**src/sv/rpm_pkg.sv**
```systemverilog
// Shared types and constants of the block RMS and peak level meter.
`timescale 1ns / 1ps
`default_nettype none

package rpm_pkg;

    // Sample and level widths fixed by the interface
    localparam int SAMPLE_BITS = 24;
    localparam int MAG_W       = SAMPLE_BITS;
    localparam int SQ_W        = 2 * SAMPLE_BITS - 1;
    localparam int MEAN_W      = 2 * SAMPLE_BITS - 1;
    localparam int RAD_W       = 2 * SAMPLE_BITS;
    localparam int ROOT_W      = SAMPLE_BITS;
    localparam int SREM_W      = ROOT_W + 3;

    // Epsilon 1e-10 scaled by 2^46, rounded
    localparam logic [RAD_W-1:0] RMS_EPSILON = RAD_W'(7037);

    // Block record queue between front and back
    localparam int QUEUE_DEPTH = 4;
    localparam int QIDX_W      = $clog2(QUEUE_DEPTH);
    localparam int QCNT_W      = $clog2(QUEUE_DEPTH + 1);

    typedef struct packed {
        logic              empty;
        logic              full;
        logic [QCNT_W-1:0] count;
    } t_queue_stat;

    typedef enum logic [3:0] {
        ST_IDLE = 4'b0001,
        ST_DIV  = 4'b0010,
        ST_SQRT = 4'b0100,
        ST_DONE = 4'b1000
    } t_back_state;

endpackage

`default_nettype wire

```
**src/sv/rpm_queue.sv**
```systemverilog
// Short FIFO of finished block records between the front and back sections.
`timescale 1ns / 1ps
`default_nettype none

module rpm_queue #(
    parameter int WIDTH = 97
) (
    input  wire logic                i_clk,
    input  wire logic                i_rst_n,
    input  wire logic                i_push,
    input  wire logic [WIDTH-1:0]    i_data,
    input  wire logic                i_pop,
    output logic [WIDTH-1:0]         o_data,
    output rpm_pkg::t_queue_stat     o_stat
);

    logic [WIDTH-1:0]          r_mem [rpm_pkg::QUEUE_DEPTH];
    logic [rpm_pkg::QIDX_W-1:0] r_wr_ptr;
    logic [rpm_pkg::QIDX_W-1:0] r_rd_ptr;
    logic [rpm_pkg::QCNT_W-1:0] r_count;
    logic                       w_do_push;
    logic                       w_do_pop;

    assign w_do_push = i_push && (r_count != rpm_pkg::QCNT_W'(rpm_pkg::QUEUE_DEPTH));
    assign w_do_pop  = i_pop && (r_count != '0);

    // Store entries
    always_ff @(posedge i_clk) begin
        if (w_do_push) begin
            r_mem[r_wr_ptr] <= i_data;
        end
    end

    // Advance pointers and fill count
    always_ff @(posedge i_clk) begin
        if (!i_rst_n) begin
            r_wr_ptr <= '0;
            r_rd_ptr <= '0;
            r_count  <= '0;
        end else begin
            if (w_do_push) begin
                r_wr_ptr <= r_wr_ptr + 1'b1;
            end
            if (w_do_pop) begin
                r_rd_ptr <= r_rd_ptr + 1'b1;
            end
            case ({w_do_push, w_do_pop})
                2'b10:   r_count <= r_count + 1'b1;
                2'b01:   r_count <= r_count - 1'b1;
                default: r_count <= r_count;
            endcase
        end
    end

    assign o_data       = r_mem[r_rd_ptr];
    assign o_stat.empty = (r_count == '0);
    assign o_stat.full  = (r_count == rpm_pkg::QCNT_W'(rpm_pkg::QUEUE_DEPTH));
    assign o_stat.count = r_count;

endmodule

`default_nettype wire

```
**src/sv/rpm_front.sv**
```systemverilog
// Front section: sample magnitude, squaring and per-block accumulation.
`timescale 1ns / 1ps
`default_nettype none

module rpm_front #(
    parameter int MAX_BLOCK_SAMPLES = 4096,
    parameter int CNT_W             = $clog2(MAX_BLOCK_SAMPLES + 1),
    parameter int SUM_W             = rpm_pkg::SQ_W - 1 + CNT_W,
    parameter int REC_W             = SUM_W + CNT_W + rpm_pkg::MAG_W + 1
) (
    input  wire logic                              i_clk,
    input  wire logic                              i_rst_n,
    input  wire logic                              i_valid,
    output logic                                   o_ready,
    input  wire logic signed [rpm_pkg::SAMPLE_BITS-1:0] i_sample,
    input  wire logic                              i_last_of_block,
    output logic                                   o_push,
    output logic [REC_W-1:0]                       o_rec,
    input  rpm_pkg::t_queue_stat                   i_qstat
);

    localparam int MAG_W  = rpm_pkg::MAG_W;
    localparam int SQ_W   = rpm_pkg::SQ_W;
    localparam int HOLD_W = rpm_pkg::QCNT_W + 1;

    // Stage A: magnitude
    logic             r_a_vld;
    logic             r_a_last;
    logic [MAG_W-1:0] r_a_mag;
    // Stage B: square
    logic             r_b_vld;
    logic             r_b_last;
    logic [MAG_W-1:0] r_b_mag;
    logic [SQ_W-1:0]  r_b_sq;
    // Block accumulators
    logic [SUM_W-1:0] r_sum;
    logic [CNT_W-1:0] r_count;
    logic [MAG_W-1:0] r_peak;
    logic             r_ovf;

    logic               w_accept;
    logic [MAG_W-1:0]   n_a_mag;
    logic [2*MAG_W-1:0] w_sq_full;
    logic               w_at_max;
    logic [SUM_W-1:0]   n_sum;
    logic [CNT_W-1:0]   n_count;
    logic [MAG_W-1:0]   n_peak;
    logic               n_ovf;
    logic [HOLD_W-1:0]  w_held;

    // Hold off input while the queue could not take every block end in flight
    assign w_held = HOLD_W'(i_qstat.count)
                  + HOLD_W'(r_a_vld & r_a_last)
                  + HOLD_W'(r_b_vld & r_b_last);
    assign o_ready  = (w_held < HOLD_W'(rpm_pkg::QUEUE_DEPTH));
    assign w_accept = i_valid && o_ready;

    // Two's complement magnitude; the most negative sample maps to 2^23
    assign n_a_mag = i_sample[rpm_pkg::SAMPLE_BITS-1]
                   ? (~$unsigned(i_sample) + MAG_W'(1))
                   : $unsigned(i_sample);

    assign w_sq_full = {{MAG_W{1'b0}}, r_a_mag} * {{MAG_W{1'b0}}, r_a_mag};

    // Advance the magnitude and square stages
    always_ff @(posedge i_clk) begin
        if (!i_rst_n) begin
            r_a_vld <= 1'b0;
            r_b_vld <= 1'b0;
        end else begin
            r_a_vld <= w_accept;
            r_b_vld <= r_a_vld;
        end
    end

    always_ff @(posedge i_clk) begin
        r_a_mag  <= n_a_mag;
        r_a_last <= i_last_of_block;
        r_b_mag  <= r_a_mag;
        r_b_last <= r_a_last;
        r_b_sq   <= w_sq_full[SQ_W-1:0];
    end

    // Fold the squared sample into the block totals; saturate past the limit
    always_comb begin
        w_at_max = (r_count >= CNT_W'(MAX_BLOCK_SAMPLES));
        n_sum    = w_at_max ? r_sum : (r_sum + SUM_W'(r_b_sq));
        n_count  = w_at_max ? r_count : (r_count + CNT_W'(1));
        n_ovf    = r_ovf | w_at_max;
        n_peak   = (r_b_mag > r_peak) ? r_b_mag : r_peak;
    end

    // Update totals, clear them at block end
    always_ff @(posedge i_clk) begin
        if (!i_rst_n) begin
            r_sum   <= '0;
            r_count <= '0;
            r_peak  <= '0;
            r_ovf   <= 1'b0;
        end else if (r_b_vld) begin
            if (r_b_last) begin
                r_sum   <= '0;
                r_count <= '0;
                r_peak  <= '0;
                r_ovf   <= 1'b0;
            end else begin
                r_sum   <= n_sum;
                r_count <= n_count;
                r_peak  <= n_peak;
                r_ovf   <= n_ovf;
            end
        end
    end

    // Hand the closed block to the queue
    assign o_push = r_b_vld && r_b_last;
    assign o_rec  = {n_sum, n_count, n_peak, n_ovf};

`ifndef ASSERT_OFF
    a_count_bounded: assert property (@(posedge i_clk) disable iff (!i_rst_n)
        r_count <= CNT_W'(MAX_BLOCK_SAMPLES))
        else $error("sample count exceeds block limit");

    a_ovf_at_max: assert property (@(posedge i_clk) disable iff (!i_rst_n)
        r_ovf |-> (r_count == CNT_W'(MAX_BLOCK_SAMPLES)))
        else $error("overflow flag set below block limit");

    a_push_room: assert property (@(posedge i_clk) disable iff (!i_rst_n)
        o_push |-> !i_qstat.full)
        else $error("block record pushed into full queue");
`endif

endmodule

`default_nettype wire

```
**src/sv/rpm_back.sv**
```systemverilog
// Back section: iterative mean division, square root and result register.
`timescale 1ns / 1ps
`default_nettype none

module rpm_back #(
    parameter int MAX_BLOCK_SAMPLES = 4096,
    parameter int CNT_W             = $clog2(MAX_BLOCK_SAMPLES + 1),
    parameter int SUM_W             = rpm_pkg::SQ_W - 1 + CNT_W,
    parameter int REC_W             = SUM_W + CNT_W + rpm_pkg::MAG_W + 1
) (
    input  wire logic                       i_clk,
    input  wire logic                       i_rst_n,
    input  wire logic [REC_W-1:0]           i_rec,
    input  rpm_pkg::t_queue_stat            i_qstat,
    output logic                            o_pop,
    output logic                            o_valid,
    input  wire logic                       i_ready,
    output logic [rpm_pkg::ROOT_W-1:0]      o_rms_level,
    output logic [rpm_pkg::MAG_W-1:0]       o_peak_level,
    output logic                            o_too_long
);

    localparam int MAG_W  = rpm_pkg::MAG_W;
    localparam int ROOT_W = rpm_pkg::ROOT_W;
    localparam int RAD_W  = rpm_pkg::RAD_W;
    localparam int SREM_W = rpm_pkg::SREM_W;
    localparam int MEAN_W = rpm_pkg::MEAN_W;
    localparam int STEP_W = $clog2(SUM_W);

    rpm_pkg::t_back_state r_state;

    logic [STEP_W-1:0] r_step;
    logic [SUM_W-1:0]  r_quo;
    logic [CNT_W-1:0]  r_div;
    logic [CNT_W-1:0]  r_rem;
    logic [RAD_W-1:0]  r_rad;
    logic [SREM_W-1:0] r_srem;
    logic [ROOT_W-1:0] r_root;
    logic [MAG_W-1:0]  r_peak;
    logic              r_ovf;
    logic              r_out_vld;
    logic [ROOT_W-1:0] r_out_rms;
    logic [MAG_W-1:0]  r_out_peak;
    logic              r_out_ovf;

    logic [SUM_W-1:0]  w_rec_sum;
    logic [CNT_W-1:0]  w_rec_cnt;
    logic [MAG_W-1:0]  w_rec_peak;
    logic              w_rec_ovf;
    logic [CNT_W:0]    w_dtrial;
    logic              w_dge;
    logic [SUM_W-1:0]  n_quo;
    logic [CNT_W-1:0]  n_rem;
    logic [SREM_W-1:0] w_strial;
    logic [SREM_W-1:0] w_sshift;
    logic              w_sge;
    logic [SREM_W-1:0] n_srem;
    logic [ROOT_W-1:0] n_root;
    logic              w_out_free;

    assign {w_rec_sum, w_rec_cnt, w_rec_peak, w_rec_ovf} = i_rec;

    // One restoring division step: bring down a dividend bit, subtract if it fits
    always_comb begin
        w_dtrial = {r_rem, r_quo[SUM_W-1]};
        w_dge    = (w_dtrial >= {1'b0, r_div});
        n_rem    = w_dge ? CNT_W'(w_dtrial - {1'b0, r_div}) : w_dtrial[CNT_W-1:0];
        n_quo    = {r_quo[SUM_W-2:0], w_dge};
    end

    // One digit-by-digit square root step over two radicand bits
    always_comb begin
        w_sshift = {r_srem[SREM_W-3:0], r_rad[RAD_W-1 -: 2]};
        w_strial = SREM_W'({r_root, 2'b01});
        w_sge    = (w_sshift >= w_strial);
        n_srem   = w_sge ? (w_sshift - w_strial) : w_sshift;
        n_root   = {r_root[ROOT_W-2:0], w_sge};
    end

    assign w_out_free = !r_out_vld || i_ready;
    assign o_pop      = (r_state == rpm_pkg::ST_IDLE) && !i_qstat.empty;

    // Sequence: take record, divide, root, hand off
    always_ff @(posedge i_clk) begin
        if (!i_rst_n) begin
            r_state <= rpm_pkg::ST_IDLE;
        end else begin
            case (r_state)
                rpm_pkg::ST_IDLE: begin
                    if (o_pop) begin
                        r_state <= rpm_pkg::ST_DIV;
                    end
                end
                rpm_pkg::ST_DIV: begin
                    if (r_step == '0) begin
                        r_state <= rpm_pkg::ST_SQRT;
                    end
                end
                rpm_pkg::ST_SQRT: begin
                    if (r_step == '0) begin
                        r_state <= rpm_pkg::ST_DONE;
                    end
                end
                rpm_pkg::ST_DONE: begin
                    if (w_out_free) begin
                        r_state <= rpm_pkg::ST_IDLE;
                    end
                end
                default: r_state <= rpm_pkg::ST_IDLE;
            endcase
        end
    end

    // Datapath registers of the divider and the root unit
    always_ff @(posedge i_clk) begin
        case (r_state)
            rpm_pkg::ST_IDLE: begin
                r_quo  <= w_rec_sum;
                r_div  <= w_rec_cnt;
                r_rem  <= '0;
                r_peak <= w_rec_peak;
                r_ovf  <= w_rec_ovf;
                r_step <= STEP_W'(SUM_W - 1);
            end
            rpm_pkg::ST_DIV: begin
                r_quo  <= n_quo;
                r_rem  <= n_rem;
                r_step <= r_step - 1'b1;
                if (r_step == '0) begin
                    r_rad  <= RAD_W'(n_quo[MEAN_W-1:0]) + rpm_pkg::RMS_EPSILON;
                    r_srem <= '0;
                    r_root <= '0;
                    r_step <= STEP_W'(ROOT_W - 1);
                end
            end
            rpm_pkg::ST_SQRT: begin
                r_rad  <= {r_rad[RAD_W-3:0], 2'b00};
                r_srem <= n_srem;
                r_root <= n_root;
                r_step <= r_step - 1'b1;
            end
            default: begin
                r_step <= r_step;
            end
        endcase
    end

    // Output register: load when the result is done and the slot is free
    always_ff @(posedge i_clk) begin
        if (!i_rst_n) begin
            r_out_vld <= 1'b0;
        end else if ((r_state == rpm_pkg::ST_DONE) && w_out_free) begin
            r_out_vld <= 1'b1;
        end else if (i_ready) begin
            r_out_vld <= 1'b0;
        end
    end

    always_ff @(posedge i_clk) begin
        if ((r_state == rpm_pkg::ST_DONE) && w_out_free) begin
            r_out_rms  <= r_root;
            r_out_peak <= r_peak;
            r_out_ovf  <= r_ovf;
        end
    end

    assign o_valid      = r_out_vld;
    assign o_rms_level  = r_out_rms;
    assign o_peak_level = r_out_peak;
    assign o_too_long   = r_out_ovf;

`ifndef ASSERT_OFF
    a_rem_below_div: assert property (@(posedge i_clk) disable iff (!i_rst_n)
        (r_state == rpm_pkg::ST_DIV) |-> (r_rem < r_div))
        else $error("division remainder not below divisor");

    a_div_nonzero: assert property (@(posedge i_clk) disable iff (!i_rst_n)
        (r_state == rpm_pkg::ST_DIV) |-> (r_div != '0))
        else $error("block record with zero sample count");

    a_rms_range: assert property (@(posedge i_clk) disable iff (!i_rst_n)
        (r_state == rpm_pkg::ST_DONE) |-> (r_root <= ROOT_W'(8388608)))
        else $error("root result out of range");
`endif

endmodule

`default_nettype wire

```
**src/sv/block_rms_peak_meter_core.sv**
```systemverilog
// Top level of the block RMS and peak level meter.
//
// Input channel: i_valid / o_ready carry one signed Q1.23 sample (i_sample) and a
// last-of-block mark (i_last_of_block); a transfer happens when both are high.
// Output channel: o_valid / i_ready carry one result per block: RMS level, peak
// level and the too-long flag.
// Samples are taken one per cycle while o_ready is high. Each sample passes a
// magnitude and a square stage, then joins the running block totals. At the
// last sample the totals go as one record into a four-entry queue and are
// cleared for the next block. The back section pops a record, divides the sum
// of squares by the count one quotient bit per cycle, then takes the square
// root two radicand bits per cycle. It pops the next record only after its
// result is loaded into the output register; when blocks arrive faster than
// that, the queue fills and o_ready drops. When the receiver stalls, the
// result waits in the output register, the back section holds its next
// finished result, and input is held off once the queue cannot take more
// block ends. Reset empties the pipeline, the queue and the output register
// and clears the block totals.
`timescale 1ns / 1ps
`default_nettype none

module block_rms_peak_meter_core #(
    parameter int MAX_BLOCK_SAMPLES = 4096
) (
    input  wire logic                              i_clk,
    input  wire logic                              i_rst_n,
    input  wire logic                              i_valid,
    output logic                                   o_ready,
    input  wire logic signed [rpm_pkg::SAMPLE_BITS-1:0] i_sample,
    input  wire logic                              i_last_of_block,
    output logic                                   o_valid,
    input  wire logic                              i_ready,
    output logic [rpm_pkg::ROOT_W-1:0]             o_rms_level,
    output logic [rpm_pkg::MAG_W-1:0]              o_peak_level,
    output logic                                   o_too_long
);

    localparam int CNT_W = $clog2(MAX_BLOCK_SAMPLES + 1);
    localparam int SUM_W = rpm_pkg::SQ_W - 1 + CNT_W;
    localparam int REC_W = SUM_W + CNT_W + rpm_pkg::MAG_W + 1;

    logic                 w_push;
    logic                 w_pop;
    logic [REC_W-1:0]     w_push_rec;
    logic [REC_W-1:0]     w_pop_rec;
    rpm_pkg::t_queue_stat w_qstat;

    // Accumulate samples per block
    rpm_front #(
        .MAX_BLOCK_SAMPLES (MAX_BLOCK_SAMPLES),
        .CNT_W             (CNT_W),
        .SUM_W             (SUM_W),
        .REC_W             (REC_W)
    ) u_front (
        .i_clk           (i_clk),
        .i_rst_n         (i_rst_n),
        .i_valid         (i_valid),
        .o_ready         (o_ready),
        .i_sample        (i_sample),
        .i_last_of_block (i_last_of_block),
        .o_push          (w_push),
        .o_rec           (w_push_rec),
        .i_qstat         (w_qstat)
    );

    // Buffer closed blocks
    rpm_queue #(
        .WIDTH (REC_W)
    ) u_queue (
        .i_clk   (i_clk),
        .i_rst_n (i_rst_n),
        .i_push  (w_push),
        .i_data  (w_push_rec),
        .i_pop   (w_pop),
        .o_data  (w_pop_rec),
        .o_stat  (w_qstat)
    );

    // Reduce each block to its levels
    rpm_back #(
        .MAX_BLOCK_SAMPLES (MAX_BLOCK_SAMPLES),
        .CNT_W             (CNT_W),
        .SUM_W             (SUM_W),
        .REC_W             (REC_W)
    ) u_back (
        .i_clk        (i_clk),
        .i_rst_n      (i_rst_n),
        .i_rec        (w_pop_rec),
        .i_qstat      (w_qstat),
        .o_pop        (w_pop),
        .o_valid      (o_valid),
        .i_ready      (i_ready),
        .o_rms_level  (o_rms_level),
        .o_peak_level (o_peak_level),
        .o_too_long   (o_too_long)
    );

endmodule

`default_nettype wire

```
**config.mk**
```make
export PLATFORM = sky130hd
export DESIGN_NAME = block_rms_peak_meter_core
export DESIGN_NICKNAME = d
export VERILOG_FILES = /design/src/sv/rpm_pkg.sv /design/src/sv/rpm_queue.sv /design/src/sv/rpm_front.sv /design/src/sv/rpm_back.sv /design/src/sv/block_rms_peak_meter_core.sv
export SDC_FILE = /design/constraint.sdc
export NUM_CORES = 2
export LEC_CHECK = 0
export BUFFER_PORTS_ARGS = -buffer_cell sky130_fd_sc_hd__buf_4
export CAP_MARGIN = 20
export CORE_MARGIN = 4
export CORE_UTILIZATION = 60
export CTS_CLUSTER_DIAMETER = 150
export DETAILED_ROUTE_END_ITERATION = 6
export PLACE_DENSITY = 0.76
export RECOVER_POWER = 25
export SLEW_MARGIN = 25
export SYNTH_ARGS = -nofsm -noshare
export SYNTH_HDL_FRONTEND = slang
export SYNTH_HIERARCHICAL = 1
export SYNTH_SLANG_ARGS = --single-unit
export TNS_END_PERCENT = 10
```
**constraint.sdc**
```tcl
create_clock -name i_clk -period 8.8 [get_ports i_clk]
set_input_delay 1.76 -clock i_clk [delete_from_list [all_inputs] [get_ports i_clk]]
set_output_delay 1.76 -clock i_clk [all_outputs]
set_load 0.01 [all_outputs]
```
==> metrics.md <==
| Metric | Value |
|---|---|
| CP Data Arrival Time | `8.64 ns` |
| Die Span X | `309 µm` |
| Final Setup Violations | `0` |
| Total congestion overflow | `0` |
| Nature of the critical path startpoint | `flop` |
| CTS Sinks | `858` |
| Top-area cell type share of the netlist area | `0.359` |
| CTS root buf | `clkbuf_16` |
| Largest area contributor in the netlist | `edfxtp_1` |
| Full die area | `0.0954 mm²` |
| Syn Std Cell Area | `0.0543 mm²` |
| Largest net degree at the start of global routing | `81` |
| Core area | `0.0899 mm²` |
| Top FF cell, synth | `edfxtp_1` |
| Async S/R FF share, synth | `0` |
| Gates resized, CTS repair | `0` |
| WL/cell | `19.4 µm` |
| Worst setup slack after layout | `0.696 ns` |
| Hpwl dp | `84700 µm` |
| Syn Nets | `5563` |
| Clk Latency, worst-skew pair | `0.68 ns` |
| Vias per cell | `5.80` |
| Total GRT Usage | `0.254` |
| Worst-margin pin slew | `4.02 ns` |
| Critical Path End Type | `flop` |
| CP bufs+invs | `6` |
| Sum Neg Setup Slack | `0 ns` |
| Kind of critical path | `flop to flop` |
| Final GP Congestion | `0.918` |
| RSZ-0062 raised after global routing | `false` |
| WL met3 | `7340 µm` |
| Commonest cells in the netlist | `676 x inv_1, 650 x edfxtp_1, 596 x nand2_1` |
| Syn Inst Count | `4809` |
| Area Growth Syn to Fin | `8.28%` |
| Dominant cells by area after synthesis | `edfxtp_1 36%, fa_1 16%, dfxtp_1 7.7%` |
| Cell family with most CP delay | `adder cells` |
| Total CTS buffers | `87` |
| Final hold vios | `0` |
| Number of port buffers | `79` |
| Synth cell types | `87` |
| Row count | `110` |
| Slew margin rel. | `-1.68` |
| Crit path max fanout | `21` |
| Slowest Stage Delay on Critical Path | `0.97 ns` |
| Initial Utilization | `0.604` |
| Fmax | `0.123 GHz` |
| CTS tree | `done` |
| Post-route clock period utilization | `0.921` |
| Register area share after synthesis | `0.436` |
| Router iterations before antenna repair | `6` |
| Antenna Violating Nets Remaining | `0` |
| Clk_skew | `0.0638 ns` |
| Crit path from | `u_front/r_a_mag[8]` |
| Initial antenna violation count | `4` |
| Flops & latches, synth | `858` |
| Min cycle time layout | `8.10 ns` |
| Clock Tree Buf Depth | `3` |
| Crit-path slowest cell | `clkbuf_1` |
| Critical Path RT | `9.34 ns` |
| Residual DRC | `0` |
| Clock slew at reported path FFs | `0.06 ns` |
| Vias in the first global route | `36600` |
| WL met1 | `49800 µm` |
| Failing checks | `capacitance limit, slew limit` |
| Num ports | `80` |
| Nets | `5584` |
| Pre-CTS setup slack | `0.820 ns` |
| Worst hold path class | `flop to flop` |
| Die height | `309 µm` |
| Hold_buf cts | `0` |
| Proportion of layout cells with a drive suffix above 1 | `0.0791` |
| Filler Cell Count | `6653` |
| Postcts setup bufs | `0` |
| Max Used Layer | `met5` |
| HP Start | `u_front/r_a_mag[14]` |
| Max-slew violations | `606` |
| H-tree levels | `3` |
| Count of flip-flops with a built-in enable after synthesis | `650` |
| Status | `finished with violations` |
| Mean post-synth cell area | `11.3 µm²` |
| First-pass GRT wire length | `193000 µm` |
| R2r startpoint | `u_front/r_a_mag[8]` |
| Yosys warnings | `6` |
| WL final | `118000 µm` |
| Most frequent cell after synthesis | `inv_1` |
| Via count | `35300` |
| 1st-iter DRT viols | `2744` |
| Max Cap Viol | `12` |
| Met2 Routed Length | `57400 µm` |
| Most common cell on crit path | `fa_1` |
flip-flops by register name (all words and copies together), names as in the netlist, 25 cells and up, named ones only:
name            count
u_back/r_rad       48
u_back/r_quo       59
u_queue/r_mem     388
u_back/r_srem      25
u_front/r_b_sq     46
u_front/r_sum      59
cell usage in the layout, fill, tap and decap left out, types with 40 or more instances in the layout:
cell type	count
xor2_1	67
mux4_2	97
edfxtp_1	650
and2_1	125
xnor2_1	141
buf_4	114
clkbuf_1	40
dfxtp_1	207
a21o_1	75
o21ai_0	189
nor2_1	243
fa_1	432
nor2b_1	48
nand3_1	60
clkbuf_16	87
nand2_1	595
a21oi_1	188
inv_1	674
ha_1	293
worst paths after layout:
kind | to | slack [ns] | cells after the start
hold reg to reg | u_front/r_b_mag[14] | 0.36 | 0
hold / removal | u_front/r_b_mag[14] | 0.36 | 0
setup / recovery | u_front/r_b_sq[46] | 0.70 | 25
setup reg to reg | u_front/r_b_sq[46] | 0.70 | 25
metal layers:
metal,GRT usage,vias up
met4,0.0852,2
met1,0.343,17500
li1,-,16400
met3,0.0336,238
met5,0,-
met2,0.433,1125
cell families (layout without fill, tap and decap cells):
| family | after synthesis | after routing | share of synthesized area |
|---|---|---|---|
| adders and majority gates | 725 | 725 | 0.227 |
| xor gates and xnor gates | 208 | 208 | 0.0335 |
| muxes | 127 | 127 | 0.0460 |
| DFF | 858 | 858 | 0.436 |
| AOI/OAI and AO/OA | 735 | 735 | 0.0865 |
| other | 0 | 1 | 0 |
| and+or+nand+nor | 1280 | 1280 | 0.109 |
| buffers and inverters | 876 | 971 | 0.0624 |
per-stage QoR:
| step | cells | util | hold slack [ns] | cell area, µm² |
|---|---|---|---|---|
| finish | 6081 | 0.654 | 0.359 | 58800 |
| global route | 6081 | 0.654 | 0.367 | 58800 |
| global placement | 5917 | 0.623 | 0.358 | 56000 |
| detailed placement | 5917 | 0.623 | 0.353 | 56000 |
| CTS | 6080 | 0.655 | 0.359 | 58900 |
| floorplan | 4809 | - | 0.331 | 54300 |
layout make-up:
cell class,count,area [µm²],area share
Antenna cell,1,2.50,0.0000425
Clock buffer,123,2410,0.0409
Clock inverter,40,489,0.00832
Inverter,676,2540,0.0431
Multi-Input combinational cell,3075,27300,0.464
Sequential cell,858,23700,0.403
Tap cell,1176,1470,0.0250
Timing Repair Buffer,132,931,0.0158
Power is left out: the tool's default activity adds up to more than one toggle a clock period on the data nets, which glitch-free logic cannot reach.
